**config.mk**
```make
export PLATFORM = sky130hd
export DESIGN_NAME = linear_interp_resampler_48k_top_flat
export DESIGN_NICKNAME = d
export VERILOG_FILES = /design/src/hdl/lirs_pkg.sv /design/src/hdl/lirs_in_if.sv /design/src/hdl/lirs_out_if.sv /design/src/hdl/lirs_ctrl.sv /design/src/hdl/lirs_dp.sv /design/src/hdl/linear_interp_resampler_48k_top.sv /design/src/flat_wrapper.sv
export SDC_FILE = /design/constraint.sdc
export NUM_CORES = 2
export LEC_CHECK = 0
export BUFFER_PORTS_ARGS = -buffer_cell sky130_fd_sc_hd__buf_2
export CORE_ASPECT_RATIO = 0.6
export CORE_MARGIN = 1
export CORE_UTILIZATION = 60
export DETAILED_ROUTE_END_ITERATION = 6
export GPL_TIMING_DRIVEN = 1
export PLACE_DENSITY = 0.77
export SLEW_MARGIN = 5
export SYNTH_ARGS = -nofsm -noshare
export SYNTH_HDL_FRONTEND = slang
export SYNTH_HIERARCHICAL = 1
export SYNTH_SLANG_ARGS = --single-unit
export TNS_END_PERCENT = 50
```
**constraint.sdc**
```tcl
create_clock -name clk_i -period 9.7 [get_ports clk_i]
set_input_delay 0.97 -clock clk_i [delete_from_list [all_inputs] [get_ports clk_i]]
set_output_delay 0.97 -clock clk_i [all_outputs]
set_load 0.01 [all_outputs]
```
**src/hdl/lirs_pkg.sv**
```systemverilog
// Shared constants, types and helper functions for the 48 kHz linear resampler.
`default_nettype none

package lirs_pkg;

  localparam int NATIVE_RATE = 48000;
  localparam int RATE_LOW    = 8000;
  localparam int RATE_HIGH   = 192000;
  localparam int MAX_RESULTS = 6;

  localparam int SAMPLE_W   = 16;
  localparam int RATE_W     = 18;
  localparam int REM_W      = 16;
  localparam int FRAC_W     = 16;
  localparam int FUO_W      = 3;
  localparam int STEPS_W    = 3;
  localparam int CNT_W      = 3;
  localparam int CFG_IDX_W  = 2;
  localparam int DIFF_W     = SAMPLE_W + 1;
  localparam int PROD_W     = 2 * DIFF_W;
  localparam int FRAC_MUL_W = 26;
  localparam int FRAC_PROD_W = REM_W + FRAC_MUL_W;
  localparam int FRAC_SHIFT = 25;

  // frac = floor(rem * 2^16 / 48000) = floor(rem * 512 / 375), exact for rem < 48000
  localparam logic [FRAC_MUL_W-1:0] FRAC_MUL = 26'd45812985;

  localparam logic [RATE_W-1:0] RATE_RESET = RATE_W'(NATIVE_RATE);

  localparam logic [CFG_IDX_W-1:0] CFG_SOURCE_RATE   = 2'd0;
  localparam logic [CFG_IDX_W-1:0] CFG_DEPTH_IS_8BIT = 2'd1;
  localparam logic [CFG_IDX_W-1:0] CFG_IS_STEREO     = 2'd2;

  typedef enum logic [2:0] {
    ST_IDLE,
    ST_START,
    ST_FRAC,
    ST_MUL,
    ST_OUT
  } lirs_state_e;

  typedef struct packed {
    logic capture;
    logic set_have_prev;
    logic dec_fuo;
    logic run_start;
    logic run_phase2;
    logic frac_step;
    logic mul_step;
    logic load_out;
    logic commit;
  } lirs_cmd_t;

  typedef struct packed {
    logic have_prev;
    logic fuo_zero;
    logic fuo_one;
    logic last;
    logic more;
    logic out_free;
  } lirs_sts_t;

  // 8-bit unsigned becomes (s-128)<<8; 16-bit is taken as is
  function automatic logic [SAMPLE_W-1:0] to_s16(logic [SAMPLE_W-1:0] raw, logic depth8);
    logic [SAMPLE_W-1:0] res;
    if (depth8) begin
      res = {~raw[7], raw[6:0], 8'h00};
    end else begin
      res = raw;
    end
    return res;
  endfunction

  function automatic logic [RATE_W-1:0] rate_multiple(logic [STEPS_W-1:0] steps);
    logic [RATE_W-1:0] res;
    unique case (steps)
      3'd1:    res = RATE_W'(NATIVE_RATE);
      3'd2:    res = RATE_W'(2 * NATIVE_RATE);
      3'd3:    res = RATE_W'(3 * NATIVE_RATE);
      3'd4:    res = RATE_W'(4 * NATIVE_RATE);
      default: res = '0;
    endcase
    return res;
  endfunction

endpackage

`default_nettype wire

```
**src/hdl/lirs_in_if.sv**
```systemverilog
// Source frame channel: valid/ready with raw sample payload.
`default_nettype none

interface lirs_in_if;
  logic        valid;
  logic        ready;
  logic [15:0] sample_left;
  logic [15:0] sample_right;
  logic        last_frame;

  modport source (output valid, output sample_left, output sample_right, output last_frame,
                  input ready);
  modport sink   (input valid, input sample_left, input sample_right, input last_frame,
                  output ready);
endinterface

`default_nettype wire

```
**src/hdl/lirs_out_if.sv**
```systemverilog
// Result frame channel: valid/ready with 48 kHz stereo payload.
`default_nettype none

interface lirs_out_if;
  logic               valid;
  logic               ready;
  logic signed [15:0] out_left;
  logic signed [15:0] out_right;
  logic               run_last;
  logic               stream_end;

  modport source (output valid, output out_left, output out_right, output run_last,
                  output stream_end, input ready);
  modport sink   (input valid, input out_left, input out_right, input run_last,
                  input stream_end, output ready);
endinterface

`default_nettype wire

```
**src/hdl/lirs_ctrl.sv**
```systemverilog
// Sequencing state machine: walks each request through its interpolation runs.
`default_nettype none

module lirs_ctrl (
  input  wire                  clk_i,
  input  wire                  rst_ni,
  input  wire                  in_valid_i,
  output logic                 in_ready_o,
  input  lirs_pkg::lirs_sts_t  sts_i,
  output lirs_pkg::lirs_cmd_t  cmd_o
);

  lirs_pkg::lirs_state_e state_q, state_d;

  always_ff @(posedge clk_i or negedge rst_ni) begin
    if (!rst_ni) begin
      state_q <= lirs_pkg::ST_IDLE;
    end else begin
      state_q <= state_d;
    end
  end

  always_comb begin
    state_d    = state_q;
    cmd_o      = '0;
    in_ready_o = (state_q == lirs_pkg::ST_IDLE);
    unique case (state_q)
      lirs_pkg::ST_IDLE: begin
        if (in_valid_i) begin
          cmd_o.capture = 1'b1;
          state_d       = lirs_pkg::ST_START;
        end
      end
      lirs_pkg::ST_START: begin
        if (!sts_i.have_prev) begin
          // first frame of a stream: only a final frame emits here
          cmd_o.set_have_prev = 1'b1;
          if (sts_i.last) begin
            cmd_o.run_start  = 1'b1;
            cmd_o.run_phase2 = 1'b1;
            state_d          = lirs_pkg::ST_FRAC;
          end else begin
            cmd_o.commit = 1'b1;
            state_d      = lirs_pkg::ST_IDLE;
          end
        end else if (sts_i.fuo_zero) begin
          cmd_o.run_start = 1'b1;
          state_d         = lirs_pkg::ST_FRAC;
        end else begin
          cmd_o.dec_fuo = 1'b1;
          if (sts_i.last && sts_i.fuo_one) begin
            cmd_o.run_start  = 1'b1;
            cmd_o.run_phase2 = 1'b1;
            state_d          = lirs_pkg::ST_FRAC;
          end else begin
            cmd_o.commit = 1'b1;
            state_d      = lirs_pkg::ST_IDLE;
          end
        end
      end
      lirs_pkg::ST_FRAC: begin
        cmd_o.frac_step = 1'b1;
        state_d         = lirs_pkg::ST_MUL;
      end
      lirs_pkg::ST_MUL: begin
        cmd_o.mul_step = 1'b1;
        state_d        = lirs_pkg::ST_OUT;
      end
      lirs_pkg::ST_OUT: begin
        if (sts_i.out_free) begin
          cmd_o.load_out = 1'b1;
          if (sts_i.more) begin
            state_d = lirs_pkg::ST_FRAC;
          end else begin
            cmd_o.commit = 1'b1;
            state_d      = lirs_pkg::ST_IDLE;
          end
        end
      end
      default: state_d = lirs_pkg::ST_IDLE;
    endcase
  end

endmodule

`default_nettype wire

```
**src/hdl/lirs_dp.sv**
```systemverilog
// Datapath: config registers, stream state, phase accumulator, interpolation and output register.
`default_nettype none

module lirs_dp (
  input  wire                                   clk_i,
  input  wire                                   rst_ni,
  input  wire                                   cfg_we_i,
  input  wire  [lirs_pkg::CFG_IDX_W-1:0]        cfg_idx_i,
  input  wire  [lirs_pkg::RATE_W-1:0]           cfg_wdata_i,
  input  wire  [lirs_pkg::SAMPLE_W-1:0]         sample_left_i,
  input  wire  [lirs_pkg::SAMPLE_W-1:0]         sample_right_i,
  input  wire                                   last_frame_i,
  input  lirs_pkg::lirs_cmd_t                   cmd_i,
  output lirs_pkg::lirs_sts_t                   sts_o,
  input  wire                                   out_ready_i,
  output logic                                  out_valid_o,
  output logic signed [lirs_pkg::SAMPLE_W-1:0]  out_left_o,
  output logic signed [lirs_pkg::SAMPLE_W-1:0]  out_right_o,
  output logic                                  out_run_last_o,
  output logic                                  out_stream_end_o
);

  localparam int SW = lirs_pkg::SAMPLE_W;

  // configuration
  logic [lirs_pkg::RATE_W-1:0] rate_q;
  logic                        depth8_q;
  logic                        stereo_q;

  // stream state
  logic [SW-1:0]                 prev_l_q, prev_r_q;
  logic                          have_prev_q, have_prev_d;
  logic [lirs_pkg::REM_W-1:0]    rem_q, rem_d;
  logic [lirs_pkg::FUO_W-1:0]    fuo_q, fuo_d;

  // per-request working registers
  logic [SW-1:0]                 cur_l_q, cur_r_q;
  logic                          last_q;
  logic                          phase2_q, phase2_d;
  logic [lirs_pkg::CNT_W-1:0]    cnt_q, cnt_d;
  logic                          more_q, more_d;
  logic [lirs_pkg::FRAC_W-1:0]   frac_q;
  logic                          a_sel_q;
  logic signed [lirs_pkg::PROD_W-1:0] prod_l_q, prod_r_q;
  logic                          out_valid_q;

  // ------------------------------------------------------------------
  // Configuration writes
  always_ff @(posedge clk_i or negedge rst_ni) begin
    if (!rst_ni) begin
      rate_q   <= lirs_pkg::RATE_RESET;
      depth8_q <= 1'b0;
      stereo_q <= 1'b1;
    end else if (cfg_we_i) begin
      unique case (cfg_idx_i)
        lirs_pkg::CFG_SOURCE_RATE:   rate_q   <= cfg_wdata_i;
        lirs_pkg::CFG_DEPTH_IS_8BIT: depth8_q <= cfg_wdata_i[0];
        lirs_pkg::CFG_IS_STEREO:     stereo_q <= cfg_wdata_i[0];
        default: ;
      endcase
    end
  end

  // ------------------------------------------------------------------
  // Phase advance: r = rem + rate, steps = r / 48000 by compares
  logic [lirs_pkg::RATE_W-1:0]  used_rate;
  logic [lirs_pkg::RATE_W-1:0]  r_sum;
  logic [lirs_pkg::RATE_W-1:0]  r_left;
  logic [lirs_pkg::STEPS_W-1:0] steps;
  logic                         steps_nz;
  logic                         cont;
  logic                         next_phase2;
  logic [lirs_pkg::CNT_W-1:0]   cnt_inc;

  always_comb begin
    if (rate_q < lirs_pkg::RATE_W'(lirs_pkg::RATE_LOW)) begin
      used_rate = lirs_pkg::RATE_W'(lirs_pkg::RATE_LOW);
    end else if (rate_q > lirs_pkg::RATE_W'(lirs_pkg::RATE_HIGH)) begin
      used_rate = lirs_pkg::RATE_W'(lirs_pkg::RATE_HIGH);
    end else begin
      used_rate = rate_q;
    end
  end

  assign r_sum = lirs_pkg::RATE_W'(rem_q) + used_rate;

  always_comb begin
    priority if (r_sum >= lirs_pkg::RATE_W'(4 * lirs_pkg::NATIVE_RATE)) steps = 3'd4;
    else if (r_sum >= lirs_pkg::RATE_W'(3 * lirs_pkg::NATIVE_RATE))      steps = 3'd3;
    else if (r_sum >= lirs_pkg::RATE_W'(2 * lirs_pkg::NATIVE_RATE))      steps = 3'd2;
    else if (r_sum >= lirs_pkg::RATE_W'(lirs_pkg::NATIVE_RATE))          steps = 3'd1;
    else                                                                 steps = 3'd0;
  end

  assign r_left   = r_sum - lirs_pkg::rate_multiple(steps);
  assign steps_nz = (steps != '0);
  assign cnt_inc  = cnt_q + 1'b1;

  // Does another result follow in this request?
  always_comb begin
    if (!phase2_q) begin
      if (!steps_nz) begin
        cont        = 1'b1;
        next_phase2 = 1'b0;
      end else if (last_q && (steps == 3'd1)) begin
        // run on the held frame ends exactly at the final frame: clamped run follows
        cont        = 1'b1;
        next_phase2 = 1'b1;
      end else begin
        cont        = 1'b0;
        next_phase2 = 1'b0;
      end
    end else begin
      cont        = !steps_nz;
      next_phase2 = 1'b1;
    end
  end

  // frac from the current remainder, exact reciprocal multiply
  logic [lirs_pkg::FRAC_PROD_W-1:0] frac_prod;
  assign frac_prod = lirs_pkg::FRAC_PROD_W'(rem_q) * lirs_pkg::FRAC_PROD_W'(lirs_pkg::FRAC_MUL);

  always_comb begin
    have_prev_d = have_prev_q;
    rem_d       = rem_q;
    fuo_d       = fuo_q;
    phase2_d    = phase2_q;
    cnt_d       = cnt_q;
    more_d      = more_q;
    if (cmd_i.capture) begin
      cnt_d = '0;
    end
    if (cmd_i.run_start) begin
      phase2_d = cmd_i.run_phase2;
    end
    if (cmd_i.set_have_prev) begin
      have_prev_d = 1'b1;
    end
    if (cmd_i.dec_fuo) begin
      fuo_d = fuo_q - 1'b1;
    end
    if (cmd_i.frac_step) begin
      rem_d    = r_left[lirs_pkg::REM_W-1:0];
      fuo_d    = fuo_q + steps - lirs_pkg::FUO_W'(!phase2_q && steps_nz);
      cnt_d    = cnt_inc;
      phase2_d = next_phase2;
      more_d   = cont && (cnt_inc != lirs_pkg::CNT_W'(lirs_pkg::MAX_RESULTS));
    end
    // end of stream clears the stream state
    if (cmd_i.commit && last_q) begin
      have_prev_d = 1'b0;
      rem_d       = '0;
      fuo_d       = '0;
    end
  end

  always_ff @(posedge clk_i or negedge rst_ni) begin
    if (!rst_ni) begin
      have_prev_q <= 1'b0;
      rem_q       <= '0;
      fuo_q       <= '0;
      phase2_q    <= 1'b0;
      cnt_q       <= '0;
      more_q      <= 1'b0;
      prev_l_q    <= '0;
      prev_r_q    <= '0;
    end else begin
      have_prev_q <= have_prev_d;
      rem_q       <= rem_d;
      fuo_q       <= fuo_d;
      phase2_q    <= phase2_d;
      cnt_q       <= cnt_d;
      more_q      <= more_d;
      if (cmd_i.commit) begin
        prev_l_q <= last_q ? '0 : cur_l_q;
        prev_r_q <= last_q ? '0 : cur_r_q;
      end
    end
  end

  // ------------------------------------------------------------------
  // Frame capture, with sample format conversion
  logic [SW-1:0] conv_l, conv_r;
  assign conv_l = lirs_pkg::to_s16(sample_left_i, depth8_q);
  assign conv_r = stereo_q ? lirs_pkg::to_s16(sample_right_i, depth8_q) : conv_l;

  // ------------------------------------------------------------------
  // Interpolation: a + floor((b - a) * frac / 65536), full-width product
  // a_sel_q keeps the base of the result in flight; phase2_q already tracks the next one
  logic [SW-1:0] a_l, a_r;
  logic signed [lirs_pkg::DIFF_W-1:0] diff_l, diff_r, frac_s;

  assign a_l    = a_sel_q ? cur_l_q : prev_l_q;
  assign a_r    = a_sel_q ? cur_r_q : prev_r_q;
  assign diff_l = $signed({cur_l_q[SW-1], cur_l_q}) - $signed({a_l[SW-1], a_l});
  assign diff_r = $signed({cur_r_q[SW-1], cur_r_q}) - $signed({a_r[SW-1], a_r});
  assign frac_s = $signed({1'b0, frac_q});

  always_ff @(posedge clk_i) begin
    if (cmd_i.capture) begin
      cur_l_q <= conv_l;
      cur_r_q <= conv_r;
      last_q  <= last_frame_i;
    end
    if (cmd_i.frac_step) begin
      frac_q  <= frac_prod[lirs_pkg::FRAC_SHIFT +: lirs_pkg::FRAC_W];
      a_sel_q <= phase2_q;
    end
    if (cmd_i.mul_step) begin
      prod_l_q <= diff_l * frac_s;
      prod_r_q <= diff_r * frac_s;
    end
  end

  // ------------------------------------------------------------------
  // Output register
  always_ff @(posedge clk_i or negedge rst_ni) begin
    if (!rst_ni) begin
      out_valid_q <= 1'b0;
    end else if (cmd_i.load_out) begin
      out_valid_q <= 1'b1;
    end else if (out_ready_i) begin
      out_valid_q <= 1'b0;
    end
  end

  always_ff @(posedge clk_i) begin
    if (cmd_i.load_out) begin
      out_left_o       <= $signed(a_l + prod_l_q[SW +: SW]);
      out_right_o      <= $signed(a_r + prod_r_q[SW +: SW]);
      out_run_last_o   <= !more_q;
      out_stream_end_o <= !more_q && last_q;
    end
  end

  assign out_valid_o = out_valid_q;

  assign sts_o.have_prev = have_prev_q;
  assign sts_o.fuo_zero  = (fuo_q == '0);
  assign sts_o.fuo_one   = (fuo_q == lirs_pkg::FUO_W'(1));
  assign sts_o.last      = last_q;
  assign sts_o.more      = more_q;
  assign sts_o.out_free  = !out_valid_q || out_ready_i;

endmodule

`default_nettype wire

```
**src/hdl/linear_interp_resampler_48k_top.sv**
```systemverilog
// Top level of the linear-interpolation resampler to 48 kHz stereo.
// A request passes ST_START, then ST_FRAC, ST_MUL and ST_OUT per result; it yields 0..6 results
//   and holds the input until all are loaded. Each result passes the phase/frac multiply, then the
//   interpolation multiply; ST_OUT loads it into the output register once the sink is free.
// Reset (rst_ni, async, active low): config returns to 48000 Hz, 16-bit, stereo; stream state
//   clears and the output register is emptied. No clearing pass.
`default_nettype none

module linear_interp_resampler_48k_top (
  input  wire                              clk_i,
  input  wire                              rst_ni,
  input  wire                              cfg_we_i,
  input  wire  [lirs_pkg::CFG_IDX_W-1:0]   cfg_idx_i,
  input  wire  [lirs_pkg::RATE_W-1:0]      cfg_wdata_i,
  lirs_in_if.sink                          in_i,
  lirs_out_if.source                       out_o
);

  lirs_pkg::lirs_cmd_t cmd;
  lirs_pkg::lirs_sts_t sts;
  logic                in_ready;

  lirs_ctrl u_ctrl (
    .clk_i      (clk_i),
    .rst_ni     (rst_ni),
    .in_valid_i (in_i.valid),
    .in_ready_o (in_ready),
    .sts_i      (sts),
    .cmd_o      (cmd)
  );

  lirs_dp u_dp (
    .clk_i            (clk_i),
    .rst_ni           (rst_ni),
    .cfg_we_i         (cfg_we_i),
    .cfg_idx_i        (cfg_idx_i),
    .cfg_wdata_i      (cfg_wdata_i),
    .sample_left_i    (in_i.sample_left),
    .sample_right_i   (in_i.sample_right),
    .last_frame_i     (in_i.last_frame),
    .cmd_i            (cmd),
    .sts_o            (sts),
    .out_ready_i      (out_o.ready),
    .out_valid_o      (out_o.valid),
    .out_left_o       (out_o.out_left),
    .out_right_o      (out_o.out_right),
    .out_run_last_o   (out_o.run_last),
    .out_stream_end_o (out_o.stream_end)
  );

  assign in_i.ready = in_ready;

endmodule

`default_nettype wire

```
**src/flat_wrapper.sv**
```systemverilog
// flat-port wrapper written by rule: the top's interface ports become plain ports
module linear_interp_resampler_48k_top_flat 
  (clk_i, rst_ni, cfg_we_i, cfg_idx_i, cfg_wdata_i, in_i_valid, in_i_sample_left, in_i_sample_right, in_i_last_frame, in_i_ready, out_o_valid, out_o_out_left, out_o_out_right, out_o_run_last, out_o_stream_end, out_o_ready);
  lirs_in_if in_i_i ();
  lirs_out_if out_o_i ();
  input  wire clk_i;
  input  wire rst_ni;
  input  wire cfg_we_i;
  input  wire  [lirs_pkg::CFG_IDX_W-1:0] cfg_idx_i;
  input  wire  [lirs_pkg::RATE_W-1:0] cfg_wdata_i;
  input wire logic [$bits(in_i_i.valid)-1:0] in_i_valid;
  input wire logic [$bits(in_i_i.sample_left)-1:0] in_i_sample_left;
  input wire logic [$bits(in_i_i.sample_right)-1:0] in_i_sample_right;
  input wire logic [$bits(in_i_i.last_frame)-1:0] in_i_last_frame;
  output wire logic [$bits(in_i_i.ready)-1:0] in_i_ready;
  output wire logic [$bits(out_o_i.valid)-1:0] out_o_valid;
  output wire logic [$bits(out_o_i.out_left)-1:0] out_o_out_left;
  output wire logic [$bits(out_o_i.out_right)-1:0] out_o_out_right;
  output wire logic [$bits(out_o_i.run_last)-1:0] out_o_run_last;
  output wire logic [$bits(out_o_i.stream_end)-1:0] out_o_stream_end;
  input wire logic [$bits(out_o_i.ready)-1:0] out_o_ready;
  assign in_i_i.valid = in_i_valid;
  assign in_i_i.sample_left = in_i_sample_left;
  assign in_i_i.sample_right = in_i_sample_right;
  assign in_i_i.last_frame = in_i_last_frame;
  assign in_i_ready = in_i_i.ready;
  assign out_o_valid = out_o_i.valid;
  assign out_o_out_left = out_o_i.out_left;
  assign out_o_out_right = out_o_i.out_right;
  assign out_o_run_last = out_o_i.run_last;
  assign out_o_stream_end = out_o_i.stream_end;
  assign out_o_i.ready = out_o_ready;
  linear_interp_resampler_48k_top u_core (.clk_i(clk_i), .rst_ni(rst_ni), .cfg_we_i(cfg_we_i), .cfg_idx_i(cfg_idx_i), .cfg_wdata_i(cfg_wdata_i), .in_i(in_i_i), .out_o(out_o_i));
endmodule
```
* After elaboration in Yosys (flattened, before gate mapping)
Cells that the tools add are included.
** Word-level totals
- Output and inout port bits :: 36
- Word-level logic and storage cells :: 145
- Input bits :: 58
- Flip-flop bits (word level) :: 229
** Cells by class
- Mux-type cells :: 61
- $add $sub $neg :: 10
- Bitwise logic cells :: 2
- $lt $le $gt $ge :: 6
- Equal/unequal tests :: 14
- Reduce and logical (&&, ||, !) cells :: 25
- Multiply operators :: 3
** Operators by type and width (number)
- two-way mux 16 bit :: 9
- multiplier 17 x 17 -> 32 bit :: 2
- case mux 16 bit (4 select lines) :: 1
- multiplier 16 x 26 -> 41 bit (second input constant) :: 1
- >= comparator 18 bit (second input constant) :: 2
- two-way mux 18 bit :: 2
- subtractor 16 x 16 -> 17 bit :: 2
- adder 16 bit :: 2
- two-way mux 3 bit :: 10
- two-way mux 1 bit :: 27
- adder 16 x 18 -> 18 bit :: 1
- >= comparator 18 x 16 -> 1 bit (second input constant) :: 1
- >= comparator 18 x 17 -> 1 bit (second input constant) :: 1
- > comparator 18 bit (second input constant) :: 1
- less-than comparator 18 x 13 -> 1 bit (second input constant) :: 1
- two-way mux 2 bit :: 9
- subtractor 16 bit :: 1
- case mux 3 bit (5 select lines) :: 1
- equality test 3 x 2 -> 1 bit (second input constant) :: 4
- nonzero test 2 bit :: 5
- equality test 3 x 1 -> 1 bit (second input constant) :: 3
- AND reduction 2 bit :: 4
- equality test 3 bit (second input constant) :: 2
- logical AND 1 bit :: 6
- other kinds (17) :: 23

* Depth between registers and ports, before layout
- Depth in word-level cells :: 15
- Mapped depth :: 39
- Mapped depth without buffers :: 36

* Modules after synthesis
Netlist, hierarchy kept.
** Modules (own cells, without submodules)
- lirs_dp :: area an instance 38851.0 sq um, seq. area each 5445.2 sq um, instances 1, cells each 4166
- lirs_ctrl :: area an instance 251.5 sq um, seq. area each 75.1 sq um, instances 1, cells each 32

* Least setup slack after synthesis
Ideal clock, no wire load.
- Path type :: register to register
- Start point :: reg u_core.u_dp.a_sel_q
- End point :: reg u_core/u_dp/prod_l_q[31] (netlist name) (data pin)
- Arrival :: 8875 ps
- Path slack :: 565 ps
- Period minus slack after synthesis :: 9135 ps
- Library setup time :: 260 ps
- Cell stages (with the launch flop) :: 40
- Path buffers :: 4
- Required time :: 9440 ps
- Cells stage by stage :: edfxtp_1 > clkbuf_1 > clkbuf_1 > nand2_1 > o21a_1 > ha_1 > nor2b_1 > o21ai_0 > a21boi_0 > o21ai_0 > a21boi_0 > o2111ai_1 > nand3_1 > and4_1 > clkbuf_1 > nor2_1 > clkbuf_1 > nand3_1 > [... 4 more ...] > fa_1 > inv_1 > fa_1 > inv_1 > fa_1 > inv_1 > fa_1 > ha_1 > and3_1 > a221oi_1 > o21ba_2 > o211ai_1 > a211oi_1 > o21ai_0 > a21oi_1 > o21ai_0 > xnor2_1 > xnor2_1
** Between the ends
- Longest elaborated chain between the ends :: 3
** Ends and longest elaborated chain
- start: declaration :: RTL line lirs_dp.sv:43 : logic a_sel_q;
- start signal: assignment :: RTL line lirs_dp.sv:207 : a_sel_q <= phase2_q;
- two-way mux 16 bit :: RTL line lirs_dp.sv:193 : assign a_l = a_sel_q ? cur_l_q : prev_l_q;
- subtractor 16 x 16 -> 17 bit :: RTL line lirs_dp.sv:195 : assign diff_l = $signed({cur_l_q[SW-1], cur_l_q}) - $signed({a_l[SW-1], a_l});
- multiplier 17 x 17 -> 32 bit :: RTL line lirs_dp.sv:210 : prod_l_q <= diff_l * frac_s;
- end signal: assignment :: RTL line lirs_dp.sv:210
- end: declaration :: RTL line lirs_dp.sv:44 : logic signed [lirs_pkg::PROD_W-1:0] prod_l_q, prod_r_q;
No other way between the ends.
A chain may end at the register's enable or synchronous reset.

* Worst setup path after layout
Ends and elaborated chain as after synthesis.

==> out/results.txt <==
Status - finished with violations
Failing checks - design-rule violations
Top Ports - 94
Vias in the first global route - 29500
Netlist Area Pre-Place - 39100 sq um
Peak Freq - 107.9 MHz
Share of flip-flops with an asynchronous set or reset - 0.4112
Layout cells sized above 1 - 0.07077
Die height - 199.7 microns
Hold_buf cts - 0
GRT Resource Usage Total - 0.3186
Clk_lat worst skew - 0.48 ns
Remaining DRCs - 1
Synth-to-layout area growth - 5.741%
Synthesis Warnings - 6
Largest net degree at the start of global routing - 67
Pins Over Slew Limit - 0
Crit-path max FO - 32
WP buf/inv - 8
CP Launch Type - flop
H-tree depth - 4
Final Setup Violations - 0
Nets - 5363
Final hold vios - 0
Port Buffer Count - 93
Final Cycle Share - 0.9558
Sequential share of the synthesized area - 0.1412
Vias per Instance - 5.724
Top_reg_cell synth - edfxtp_1
CTS tree - yes
Critical path class - reg -> reg
Die Wd - 331.6 microns
Crit end category - flop
First-pass GRT wire length - 162700 microns
Multi-input combinational cell area - 29560 sq um
Initial antenna violation count - 2
Critical path arrival - 9.49 ns
Die Area - 66230 sq um
WL final - 101000 microns
Fin Hold WS - 0.3447 ns
Fin crit period - 9.272 ns
Total CTS buffers - 17
Syn Inst Count - 4198
Crit path max-delay family - adder cells
Mapped Avg Cell Area - 9.315 sq um
Clock Pin Slew Worst Setup and Hold Paths - 0.09 ns
Row Count - 72
# fillers - 5133
Antenna-violating nets left - 0
Worst Hold Class - in -> async
CP max-delay cell - fa_1
Critical path's largest stage delay - 0.57 ns
Placeable Area - 64410 sq um
Initial DRC count - 3061
FF-to-FF Start - u_core/u_dp/a_sel_q
Crit path required time - 9.92 ns
Initial Util - 0.6071
Average wire per standard cell - 19.90 microns
CTS root buffer - clkbuf_16
Worst Reg-to-Reg Cells - 36
DR vias - 29060
# clock sinks - 197
Drt pass-1 iters - 7
#FFs+latches synth - 197
Max Cap Viol - 0
EDFF count, synth - 116
Final RePlAce weighted congestion - 0.9941
Core Util, Final - 0.6419
Syn_nets - 5349
Worst path most repeated cell - fa_1
Yosys cell types - 77
Register-to-Register Setup Slack - 0.43 ns
Layout Skew - 0.02096 ns
Hpwl dp - 81970 microns
Total grt overflow - 0
Reg area - 5520 sq um
Max clock buf depth - 2
Rel. slew slack - 0.1503
RR Endpoint - u_core/u_dp/prod_l_q[31]
Slew @ Worst Pin - 1.266 ns
logic make-up after synthesis:
logic type / Yosys count / synth area share
compound gates: 484 / 0.08409
xor+xnor: 137 / 0.03069
fa+ha+maj: 1093 / 0.4801
mux: 54 / 0.01472
simple gates: 1135 / 0.1435
buf+inv: 1098 / 0.1057
flops: 197 / 0.1412
worst max-delay path by stage:
stage | from | end | cells past startpoint
after floorplan | u_core/u_dp/a_sel_q | u_core/u_dp/prod_l_q[31] | 39
after global routing | u_core/u_dp/a_sel_q | u_core/u_dp/prod_l_q[31] | 36
after CTS | u_core/u_dp/a_sel_q | u_core/u_dp/prod_l_q[31] | 36
after global placement | u_core/u_dp/a_sel_q | u_core/u_dp/prod_l_q[31] | 36
final | u_core/u_dp/a_sel_q | u_core/u_dp/prod_l_q[31] | 36
after detailed placement | u_core/u_dp/a_sel_q | u_core/u_dp/prod_l_q[31] | 36
state kept, by name (all words and copies together) (netlist names), 3 cells and up:
register	flops
u_core/u_dp/rate_q	18
u_core/u_dp/cur_l_q	16
u_core/u_dp/cur_r_q	16
u_core/u_dp/frac_q	16
u_core/u_dp/out_left_o	16
u_core/u_dp/out_right_o	16
u_core/u_dp/prev_l_q	16
u_core/u_dp/prev_r_q	16
u_core/u_dp/prod_l_q	16
u_core/u_dp/prod_r_q	16
u_core/u_dp/rem_q	16
u_core/u_ctrl/state_q	3
u_core/u_dp/cnt_q	3
u_core/u_dp/fuo_q	3
metrics by stage:
step	setup slack, ns	instance area, sq um	instances	setup TNS (ns)
6_report	0.4283	41350	5077	0
5_1_grt	-0.01890	41340	5076	-0.02915
3_3_place_gp	0.2921	40600	5038	0
2_1_floorplan	0.5652	39100	4198	0
4_1_cts	0.05828	41250	5070	0
3_5_place_dp	-0.04620	40600	5038	-0.04620
per-layer routing:
metal,up-vias,GRT usage,part of all wire
li1,13230,-,-
met1,14350,0.4756,0.45
met2,1376,0.4499,0.40
met3,106,0.1160,0.13
met4,4,0.04651,0.013
met5,-,0.007801,0.00077
Yosys cell counts, types with 4 or more instances:
library cell	instances	area (sq um)
a2111oi_0	4	35.03
a211o_1	8	70.07
a211oi_1	34	255.2
a21boi_0	11	82.58
a21o_1	28	210.2
a21oi_1	110	550.5
a311oi_1	16	140.1
a31o_2	7	61.31
a31oi_1	7	43.79
and2_1	198	1239
and3_1	34	212.7
buf_1	12	45.04
clkbuf_1	169	634.4
dfrtp_1	73	1827
dfstp_2	8	210.2
edfxtp_1	116	3483
fa_1	679	13590
ha_1	414	5180
inv_1	912	3423
mux2_2	28	315.3
mux2i_1	26	260.3
nand2_1	454	1704
nand2b_1	41	256.5
nand3_1	83	415.4
nand3b_1	11	82.58
nand4_1	10	62.56
nor2_1	121	454.2
nor2b_1	70	437.9
nor3_1	41	205.2
nor3b_1	31	232.7
nor4_1	12	75.07
o2111ai_1	7	61.31
o211ai_1	24	180.2
o21a_1	46	345.3
o21ai_0	75	375.4
o21bai_1	11	82.58
o221ai_1	9	78.83
o22ai_1	35	219.0
o311ai_0	16	140.1
o31a_1	4	35.03
o31ai_1	6	45.04
or2_2	12	75.07
xnor2_1	96	840.8
xor2_1	41	359.1
final cells by class:
class | instances | area share
Antenna cell | 1 | 0.00006052
Clock buffer | 17 | 0.01029
Clock inverter | 15 | 0.005175
Inverter | 913 | 0.08288
Multi-Input combinational cell | 2903 | 0.7149
Sequential cell | 197 | 0.1335
Tap cell | 851 | 0.02575
Timing Repair Buffer | 180 | 0.02742
timing repair:
action / 4_1_cts / 5_1_grt
pin swaps: 0 / 2
setup buffers: 0 / 6
endpoints found under the setup margin: 1 / 12
gates resized for setup: 1 / 13
cell usage in the layout, fill, tap and decap left out, types with 8 or more instances in the layout:
cell type,netlist,layout
nor2_1,121,119
nand3_1,83,83
a21boi_0,11,11
o211ai_1,24,24
nor3b_1,31,29
xnor2_1,96,92
mux2_2,28,28
fa_1,679,679
inv_1,912,911
o21ai_0,75,72
ha_1,414,414
a211oi_1,34,33
o311ai_0,16,15
xor2_1,41,39
mux2i_1,26,26
o21a_1,46,46
a311oi_1,16,16
a21o_1,28,28
clkbuf_16,0,17
nand2b_1,41,41
nand3b_1,11,11
nand2_1,454,454
dfrtp_1,73,73
o22ai_1,35,34
edfxtp_1,116,116
o221ai_1,9,9
buf_2,1,92
or2_2,12,12
nor3_1,41,41
nor4_1,12,12
a21oi_1,110,108
and3_1,34,34
nor2b_1,70,69
nand4_1,10,10
buf_4,3,87
a211o_1,8,8
and2_1,198,197
dfstp_2,8,8
o21bai_1,11,11
Power is left out: the tool's default activity adds up to more than one toggle a clock period on the data nets, which glitch-free logic cannot reach.
